File: src/rtl/multi_agent_waypoint_follower_defines.svh
// ---------------------------------------------------------------------------
// Assertion macros used by the waypoint follower controller
// ---------------------------------------------------------------------------
`ifndef MULTI_AGENT_WAYPOINT_FOLLOWER_DEFINES_SVH
`define MULTI_AGENT_WAYPOINT_FOLLOWER_DEFINES_SVH

// implication checked every cycle outside reset
`define MAWF_ASSERT_IMP(label, ante, cons, msg) \
  label: assert property (@(posedge clk) disable iff (!rst_n) (ante) |-> (cons)) \
    else $error(msg);

// next-cycle implication checked outside reset
`define MAWF_ASSERT_NXT(label, ante, cons, msg) \
  label: assert property (@(posedge clk) disable iff (!rst_n) (ante) |=> (cons)) \
    else $error(msg);

`endif

File: src/rtl/mawf_pkg.sv
// ---------------------------------------------------------------------------
// mawf_pkg
// Types and constants of the multi-agent waypoint follower.
// ---------------------------------------------------------------------------
package mawf_pkg;

  localparam logic [1:0] KIND_POS  = 2'd0;
  localparam logic [1:0] KIND_PUSH = 2'd1;
  localparam logic [1:0] KIND_MODE = 2'd2;
  localparam logic [1:0] KIND_TICK = 2'd3;

  localparam logic [2:0] MODE_IDLE     = 3'd0;
  localparam logic [2:0] MODE_TAKEOFF  = 3'd1;
  localparam logic [2:0] MODE_LAND     = 3'd2;
  localparam logic [2:0] MODE_MOVE     = 3'd3;
  localparam logic [2:0] MODE_VELMOVE  = 3'd4;
  localparam logic [2:0] MODE_HOVER    = 3'd5;
  localparam logic [2:0] MODE_TRACKING = 3'd6;

  localparam logic CFG_REACH = 1'b0;
  localparam logic CFG_SPEED = 1'b1;

  // controller to datapath
  typedef struct packed {
    logic apply_item;  // write a non-tick request to agent state
    logic load_agent;  // latch agent state of the current visit
    logic calc;        // compute distance and velocity terms
    logic start_sqrt;  // start the root unit
    logic start_div;   // start one component division
    logic [1:0] div_sel;
    logic commit;      // write back agent state, build the result
  } cmd_t;

  // datapath to controller
  typedef struct packed {
    logic sqrt_done;
    logic div_done;
    logic need_scale;  // velmove with the speed limit active
  } sts_t;

endpackage

File: src/rtl/mawf_ctrl.sv
// ---------------------------------------------------------------------------
// mawf_ctrl
// Sequencer: takes requests, walks agents on a tick, runs sqrt and divisions.
// ---------------------------------------------------------------------------
`include "multi_agent_waypoint_follower_defines.svh"
module mawf_ctrl #(
  parameter int NUM_AGENTS = 8,
  parameter int AW = 3
) (
  input  logic             clk,
  input  logic             rst_n,
  input  logic             in_valid,
  input  logic [1:0]       in_kind,
  output logic             in_ready,
  input  logic             res_busy,
  output logic [AW-1:0]    visit_agent,
  output logic             visit_last,
  output mawf_pkg::cmd_t   cmd,
  input  mawf_pkg::sts_t   sts
);
  localparam logic [2:0] S_IDLE = 3'd0;
  localparam logic [2:0] S_READ = 3'd1;
  localparam logic [2:0] S_CALC = 3'd2;
  localparam logic [2:0] S_SQRT = 3'd3;
  localparam logic [2:0] S_DIV  = 3'd4;
  localparam logic [2:0] S_WB   = 3'd5;
  localparam logic [2:0] S_LOAD = 3'd6;

  logic [2:0]    state_r, state_nxt;
  logic [AW-1:0] agent_r, agent_nxt;
  logic [1:0]    comp_r, comp_nxt;
  logic          div_go_r, div_go_nxt;

  assign in_ready    = (state_r == S_IDLE);
  assign visit_agent = agent_r;
  assign visit_last  = (32'(agent_r) == NUM_AGENTS - 1);

  always_comb begin
    state_nxt  = state_r;
    agent_nxt  = agent_r;
    comp_nxt   = comp_r;
    div_go_nxt = 1'b0;
    cmd        = '0;
    cmd.div_sel = comp_r;
    case (state_r)
      S_IDLE: begin
        if (in_valid) begin
          if (in_kind == mawf_pkg::KIND_TICK) begin
            agent_nxt = '0;
            state_nxt = S_READ;
          end else begin
            cmd.apply_item = 1'b1;
          end
        end
      end
      S_READ: begin
        // RAM read issued from agent index; the registered data is ready in S_LOAD
        state_nxt = S_LOAD;
      end
      S_LOAD: begin
        cmd.load_agent = 1'b1;
        state_nxt = S_CALC;
      end
      S_CALC: begin
        cmd.calc = 1'b1;
        state_nxt = S_SQRT;
      end
      S_SQRT: begin
        if (!sts.need_scale) begin
          state_nxt = S_WB;
        end else begin
          cmd.start_sqrt = !div_go_r;
          div_go_nxt = 1'b1;
          if (div_go_r && sts.sqrt_done) begin
            comp_nxt = 2'd0;
            state_nxt = S_DIV;
            div_go_nxt = 1'b0;
          end
        end
      end
      S_DIV: begin
        cmd.start_div = !div_go_r;
        div_go_nxt = 1'b1;
        if (div_go_r && sts.div_done) begin
          div_go_nxt = 1'b0;
          if (comp_r == 2'd2) begin
            state_nxt = S_WB;
          end else begin
            comp_nxt = comp_r + 2'd1;
          end
        end
      end
      S_WB: begin
        // hold until the output register is free
        if (!res_busy) begin
          cmd.commit = 1'b1;
          if (visit_last) begin
            state_nxt = S_IDLE;
          end else begin
            agent_nxt = agent_r + AW'(1);
            state_nxt = S_READ;
          end
        end
      end
      default: state_nxt = S_IDLE;
    endcase
  end

  always_ff @(posedge clk) begin
    if (!rst_n) begin
      state_r  <= S_IDLE;
      agent_r  <= '0;
      comp_r   <= '0;
      div_go_r <= 1'b0;
    end else begin
      state_r  <= state_nxt;
      agent_r  <= agent_nxt;
      comp_r   <= comp_nxt;
      div_go_r <= div_go_nxt;
    end
  end

  `MAWF_ASSERT_IMP(a_commit_free, cmd.commit, !res_busy, "commit into busy output")
  `MAWF_ASSERT_IMP(a_no_accept_busy, state_r != S_IDLE, !in_ready, "ready while busy")
  `MAWF_ASSERT_NXT(a_last_ends, cmd.commit && visit_last, state_r == S_IDLE,
                   "tick did not end after last agent")
endmodule

File: config.mk
export PLATFORM = sky130hd
export DESIGN_NAME = mawf_ctrl
export DESIGN_NICKNAME = d
export VERILOG_FILES = /design/src/rtl/mawf_pkg.sv /design/src/rtl/mawf_ctrl.sv
export VERILOG_INCLUDE_DIRS = /design/src /design/src/rtl
export SDC_FILE = /design/constraint.sdc
export NUM_CORES = 1
export LEC_CHECK = 0
export BUFFER_PORTS_ARGS = -buffer_cell sky130_fd_sc_hd__buf_4
export CORE_AREA = 5 5 42 44
export DETAILED_ROUTE_END_ITERATION = 10
export DIE_AREA = 0 0 47 49
export PLACE_DENSITY = 0.71
export SYNTH_ARGS = -nofsm -noshare
export SYNTH_HDL_FRONTEND = slang
export SYNTH_SLANG_ARGS = --single-unit
File: constraint.sdc
create_clock -name clk -period 1.8 [get_ports clk]
set_clock_uncertainty 0.05 [all_clocks]
set_input_delay 0.36 -clock clk [delete_from_list [all_inputs] [get_ports clk]]
set_output_delay 0.36 -clock clk [all_outputs]
set_load 0.1 [all_outputs]
### Yosys cells after proc, flatten, opt, wreduce, memory -nomap -nowiden

Cells that the tools add are included.
W data, S select, Z words.

| storage, ports and cells | value |
|---|---|
| register bits | 9 |
| bits in writable memories | 0 |
| bits in read-only memories | 0 |
| latch bits | 0 |
| output and inout bits | 13 |
| memories | 0 |
| logic and storage cells | 67 |
| input bits | 9 |

| cells by class | value |
|---|---|
| mux-type cells | 33 |
| $lt $le $gt $ge | 0 |
| reductions and logical operators | 9 |
| $add $sub $neg | 2 |
| multipliers | 0 |
| bitwise logic cells | 0 |
| shifts and indexed selects | 0 |
| div/mod/pow operators | 0 |
| equality and inequality tests | 19 |

Operators by type and width:

| kind | number |
|---|---|
| $mux W3 | 11 |
| $pmux W3 S7 | 1 |
| $ne A2 B2 Y1 const B | 8 |
| $mux W1 | 14 |
| $eq A3 B3 Y1 const B | 4 |
| $reduce_and A5 Y1 | 2 |
| $mux W2 | 4 |
| $eq A3 B2 Y1 const B | 2 |
| $pmux W3 S2 | 1 |
| $reduce_and A6 Y1 | 1 |
| $eq A2 B2 Y1 const B | 2 |
| $pmux W2 S2 | 1 |
| $reduce_bool A2 Y1 | 2 |
| $add A3 B1 Y3 const B | 1 |
| $eq A3 B1 Y1 const B | 1 |
| $logic_not A3 Y1 | 1 |
| $ne A3 B3 Y1 const B | 1 |
| $add A2 B1 Y2 const B | 1 |
| $logic_and A1 B1 Y1 | 2 |
| $ne A2 B1 Y1 const B | 1 |
| $pmux W1 S2 | 1 |
| $logic_not A1 Y1 | 1 |

### Logic depth before layout (Yosys ltp)

Gate-level depths: netlist of run 1.

| logic depth | value |
|---|---|
| depth after elaboration | 4 |
| depth in mapped cells | 6 |
| depth with buffers taken out | 6 |

### Worst setup path before layout of run 1

No wires, ideal clock.

| path | value |
|---|---|
| kind | register to output |
| from | reg state_r[1] |
| to | out cmd[7] (netlist bit) |
| path slack | -2.303 ns |
| required time | 1.390 ns |
| cell stages (with the launch flop) | 4 |
| path buffers | 1 |
| arrival time | 3.693 ns |
| path through | dfxtp_1 -> buf_2 -> nor3_1 -> and3_1 |

RTL lines:

| item | line | source |
|---|---|---|
| start, declared | mawf_ctrl.sv:29 | `logic [2:0] state_r, state_nxt;` |
| start signal, assigned | mawf_ctrl.sv:116 | `state_r <= state_nxt;` |
| end, declared | mawf_ctrl.sv:18 | `output mawf_pkg::cmd_t cmd,` |

==> metrics.cfg, run 1 <==
[routing]
vias_per_cell = 5.34
drt_drc_violations_left = 0
dr.pass1.iters = 2
routed_wl_mm = 1.49
wl_per_cell_um = 12.8
drt-initial-drc-count = 2
final_antenna_net_count = 0
vias = 620

[logic_synthesis]
syn_nets = 81
synth_edf_count = 0
synthDistinctLibCells = 29
yosys.area_share.simple = 0.355
synthCells = 69
synthAdderAreaFrac = 0.0642
synth_mux_area_frac = 0.0343
yosys-top-cells-count = 9 x dfxtp_1, 6 x nor3b_1, 5 x nand2_1, 5 x nor2_1
synth_seq_cells = 9
synth_compound_area_frac = 0.193
synth.most_common_cell = dfxtp_1
synth_top_family_by_area = simple AND/OR/NAND/NOR gates
avgSynthCellArea_um2 = 8.47
synth_xor_area_frac = 0
synth-seq-area-share = 0.308
netlist.top_cell.by_area = dfxtp_1
synth_ff_type = dfxtp_1
synth.area.top_cells = dfxtp_1 31%, nor3b_1 7.7%, ha_1 6.4%
yosysWarnings = 0
yosys.area.top_type_share = 0.308
async_flop_share = 0
syn_area_um2 = 584

[sta]
rsz0062_at_grt = true
final-setup-viol-count = 0
period_share = 0.991
drv_slew = 0
timing.fmax_ghz = 0.561
timing.hold.ws_ns = 0.348
max-slew-margin-rel = 0.684
hold_viol_final = 0
worst_slew_pin_slew_ns = 0.473
period_minus_slack_ns = 1.78

[clock_network]
insertion_delay_ns = 0.25
cts_tree = built
clock-sinks = 9
clock_path_buffers = 2
clock-root-buffer = clkbuf_4
cts_hold_buffers = 0
numCtsBuffers = 3
clk_pin_slew_worst_paths_ns = 0.06
h-tree-depth = 1

[floorplan]
coreArea_um2 = 1400
die-area_um2 = 2300
die_w_um = 47
io_pins = 22
row_count = 14
die_y_um = 49
start_util = 0.417

[global_route]
grt-ovfl-total = 0
antenna_found_initial = 0
grt_pass1_vias = 522
gr-usage-all-layers = 0.131
grt_max_degree = 16
grt_first_pass_wirelength_mm = 2.18

[power_and_ir_drop]
powerDensity_nw_per_um2 = 1590
p_leak_nw = 0.421
total_power_mw = 1.52
ir_drop_v = 0.000843

[worst_setup_path]
worst-path-buf-inv = 1
max_stage_delay_ns = 0.43
worstPathCellList = or3b_4, nor2_4, buf_12
slowest_stage = or3b_4
cp_data_arrival_time_ns = 1.37
cp_top_family = simple AND/OR/NAND/NOR gates
crit_fanout = 6
worstRegToRegCells = 6
critPathCaptureType = primary output
path_depth = 3
crit_required_ns = 1.39
critPathKind = reg2out
cp-start-kind = register

[final_layout]
drive_above_1_share = 0.500
post-route-util = 0.679
fill_cells = 124
n_antenna_cell = 0
nNetsFinal = 113
area_delta_synth_final_pct = 63.0

[flow_run]
cap_viol_max_count = 0

[status]
status = complete, no violations

[worst_hold_path]
holdPathStages = 2
hold_class = in2reg

[place]
place_hpwl_mm = 1.04
gp_congestion = 0.719
port_buffers = 21

-- cell families (layout without fill, tap and decap cells) --
group                    after synthesis  in the layout
multiplexers                           2              2
buffers and inverters                  6             37
AO/OA/AOI/OAI                         15             15
AND/OR/NAND/NOR                       34             34
flip-flops                             9              9
adder cells (fa/ha/maj)                3              3
-- stage by stage --
stage / area (µm²) / worst slack, ns / TNS [ns] / cells
floorplan: 657 / -0.459 / -0.852 / 69
global placement: 818 / 0.189 / 0 / 104
detailed placement: 818 / 0.172 / 0 / 104
CTS: 876 / -0.00412 / -0.00803 / 109
global route: 952 / -0.0271 / -0.0333 / 116
finish: 952 / 0.0160 / 0 / 116
-- final cells by class --
cell class	instances	area, µm²	area share
Sequential cell	9	196	0.206
Timing Repair Buffer	31	275	0.289
Inverter	2	7.51	0.00788
Clock buffer	4	26.3	0.0276
Tap cell	16	20.0	0.0210
Multi-Input combinational cell	54	427	0.448
-- worst reg2reg max path: cells and delay by family, from the launching register on --
| family | cells | cell delay (ns) |
|---|---|---|
| AO/OA/AOI/OAI | 2 | 0.43 |
| adder cells (fa/ha/maj) | 2 | 0.41 |
| flip-flops | 1 | 0.35 |
| AND/OR/NAND/NOR | 2 | 0.28 |
-- flip-flops by register name, indices dropped and copies added, names as in the netlist --
register / flops
state_r: 3
div_go_r: 1
comp_r: 2
visit_agent: 3
-- metal layers --
metal  wire length, µm  GRT usage  vias to the layer above
met1               626      0.162                      284
met4                36     0.0968                        0
met2               737      0.183                       15
met5                 0          0                        -
li1                  -          -                      317
met3                88     0.0369                        4
-- final timing paths --
path,end,startpoint,slack [ns]
hold reg to reg,comp_r[0],comp_r[0],0.42
setup reg to reg,state_r[0],visit_agent[0],0.23
setup / recovery,cmd[3],state_r[1],0.02
hold / removal,state_r[0],rst_n,0.35
-- report_power, final --
group	internal [mW]	switching (mW)
clock	0.0852	0.0663
sequential	0.243	0.0614
combinational	0.422	0.638
total	0.750	0.765
-- placed cells by master (no fill, tap or decap), types with 3 or more instances in the layout --
cell      instances
nand2_1           5
buf_12            3
o21a_1            3
nand3_1           3
dfxtp_2           4
dfxtp_4           3
buf_4            25
nor2b_1           3
clkbuf_4          3
nor2_1            3
a21oi_1           3
nor3b_1           5
-- repair_timing --
action | CTS | global route
pin swaps | 1 | 4
endpoints found under the hold margin | 0 | 0
setup endpoints to repair | 3 | 3
setup buffers | 1 | 7
resized for setup | 7 | 4
(Power assumes the default switching activity.)
==> run 2, diff against run 1 <==
--- a/config.mk
+++ b/config.mk
@@ -7,10 +7,10 @@
 export NUM_CORES = 1
 export LEC_CHECK = 0
 export BUFFER_PORTS_ARGS = -buffer_cell sky130_fd_sc_hd__buf_4
-export CORE_AREA = 5 5 42 44
+export CORE_AREA = 5 5 43 45
 export DETAILED_ROUTE_END_ITERATION = 10
-export DIE_AREA = 0 0 47 49
-export PLACE_DENSITY = 0.71
+export DIE_AREA = 0 0 48 50
+export PLACE_DENSITY = 0.67
 export SYNTH_ARGS = -nofsm -noshare
 export SYNTH_HDL_FRONTEND = slang
 export SYNTH_SLANG_ARGS = --single-unit
==> metrics.cfg, run 2 (synthesis results as in run 1) <==
[floorplan]
row_count = 14  ; unchanged
die-area_um2 = 2400  ; +4.2%
die_w_um = 48  ; +2.1%
io_pins = 22  ; unchanged
die_y_um = 50  ; +2.0%
coreArea_um2 = 1440  ; +2.5%
start_util = 0.407  ; -0.0102

[final_layout]
final_cell_mix = 27 x buf_4, 5 x nand2_1, 5 x nor3b_1
post-route-util = 0.650  ; -0.0296
nNetsFinal = 112  ; -0.88%
postLayoutCellArea_um2 = 933  ; -2.0%
final_common_cell = buf_4
drive_above_1_share = 0.495  ; -0.00505
multi_input_area_um2 = 427  ; unchanged
fill_cells = 123  ; -0.81%
area_delta_synth_final_pct = 59.7
register_area_um2 = 199  ; +1.3%
n_antenna_cell = 0  ; unchanged

[routing]
drt_drc_violations_left = 0  ; unchanged
vias = 603  ; -2.7%
final_antenna_net_count = 0  ; unchanged
routed_wl_mm = 1.46  ; -2.1%
vias_per_cell = 5.24  ; -1.9%
drt-initial-drc-count = 9  ; +7
wl_per_cell_um = 12.7  ; -1.2%
dr.pass1.iters = 4  ; +2

[worst_setup_path]
crit_fanout = 7  ; +1
worstPathCellList = or3b_4, nor2_4, buf_12
cp_top_family = simple AND/OR/NAND/NOR gates
critPathCaptureType = primary output
cp_data_arrival_time_ns = 1.34  ; -0.03 ns
max_stage_delay_ns = 0.41  ; -0.02 ns
worst-path-buf-inv = 1  ; unchanged
critPathKind = reg2out
cp-start-kind = register
crit_required_ns = 1.39  ; about the same
slowest_stage = or3b_4

[sta]
worst_slew_pin_slew_ns = 0.457  ; -0.0162 ns
max-slew-margin-rel = 0.695  ; +0.0108
timing.fmax_ghz = 0.571  ; +1.8%
period_share = 0.973  ; -0.0179
hold_viol_final = 0  ; unchanged
rsz0062_at_grt = true
drv_slew = 0  ; unchanged
final-setup-viol-count = 0  ; unchanged
period_minus_slack_ns = 1.75  ; -0.0323 ns
fin_tns_setup_ns = 0  ; unchanged

[global_route]
grt_max_degree = 13  ; -3
grt_first_pass_wirelength_mm = 2.49  ; +14%
gr-usage-all-layers = 0.145  ; +0.0138
grt_pass1_vias = 575  ; +10%
antenna_found_initial = 0  ; unchanged
grt-ovfl-total = 0  ; unchanged

[status]
status = complete, no violations

[place]
place_area_um2 = 826  ; +0.92%
place_hpwl_mm = 1.12  ; +7.7%
port_buffers = 21  ; unchanged
gp_congestion = 0.719  ; about the same

[clock_network]
numCtsBuffers = 3  ; unchanged
clock-root-buffer = clkbuf_4
insertion_delay_ns = 0.26  ; about the same
clock-sinks = 9  ; unchanged
h-tree-depth = 1  ; unchanged
cts_tree = built
clk_pin_slew_worst_paths_ns = 0.06  ; about the same
clock_path_buffers = 2  ; unchanged

[power_and_ir_drop]
p_leak_nw = 0.416  ; -1.4%
powerDensity_nw_per_um2 = 1590  ; +0.18%
total_power_mw = 1.49  ; -1.8%
ir_drop_v = 0.000795  ; -5.7%

[flow_run]
cap_viol_max_count = 0  ; unchanged

[worst_hold_path]
hold_class = in2reg

==> run 2: through the flow <==
step	std cells	setup WS (ns)	hold WS (ns)
6_report	115	0.0483	0.360
5_1_grt	115	-0.0143	0.361
4_1_cts	111	0.00639	0.346
3_5_place_dp	105	0.149	0.413
3_3_place_gp	105	0.189	0.405
2_1_floorplan	69	-0.459	0.471
==> run 2: what timing repair did <==
item | 4_1_cts | 5_1_grt
resized for setup | 8 | 3
buffers inserted | 2 | 4
setup endpoints to repair | 3 | 4
pin swaps | 0 | 2
hold buffers | 0 | 0
==> run 2: worst reg2reg max path, delay by kind of cell (launching register included) <==
family,cells,cell delay [ns]
flops,1,0.37
compound gates,2,0.32
buf+inv,1,0.15
simple gates,1,0.41
mux,1,0.19
==> run 2: per-layer routing <==
| metal | routed length, µm | global-route usage | vias to the layer above | share of wire |
|---|---|---|---|---|
| met4 | 10 | 0.0673 | 0 | 0.0069 |
| li1 | - | - | 317 | - |
| met3 | 94 | 0.0364 | 2 | 0.065 |
| met2 | 719 | 0.209 | 15 | 0.49 |
| met1 | 633 | 0.194 | 269 | 0.43 |
| met5 | 0 | 0 | - | 0 |
==> run 2: final cells by class <==
class	instances	share of cell area
clock buffers	4	0.0282
repair buffers	30	0.272
multi-input cells	54	0.457
flip-flops and latches	9	0.213
well taps	16	0.0214
inverters	2	0.00804
==> run 2: worst paths after layout <==
kind                   start          to  slack [ns]  cells past startpoint
hold reg to reg    comp_r[0]   comp_r[0]        0.42                      2
hold / removal         rst_n  state_r[2]        0.36                      2
setup reg to reg  state_r[1]   comp_r[1]        0.23                      5
setup / recovery  state_r[1]      cmd[3]        0.05                      3
==> run 2: power by group <==
group	internal (mW)	switching (mW)
Combinational	0.398	0.629
Clock	0.0854	0.0698
Sequential	0.248	0.0584
Total	0.731	0.757
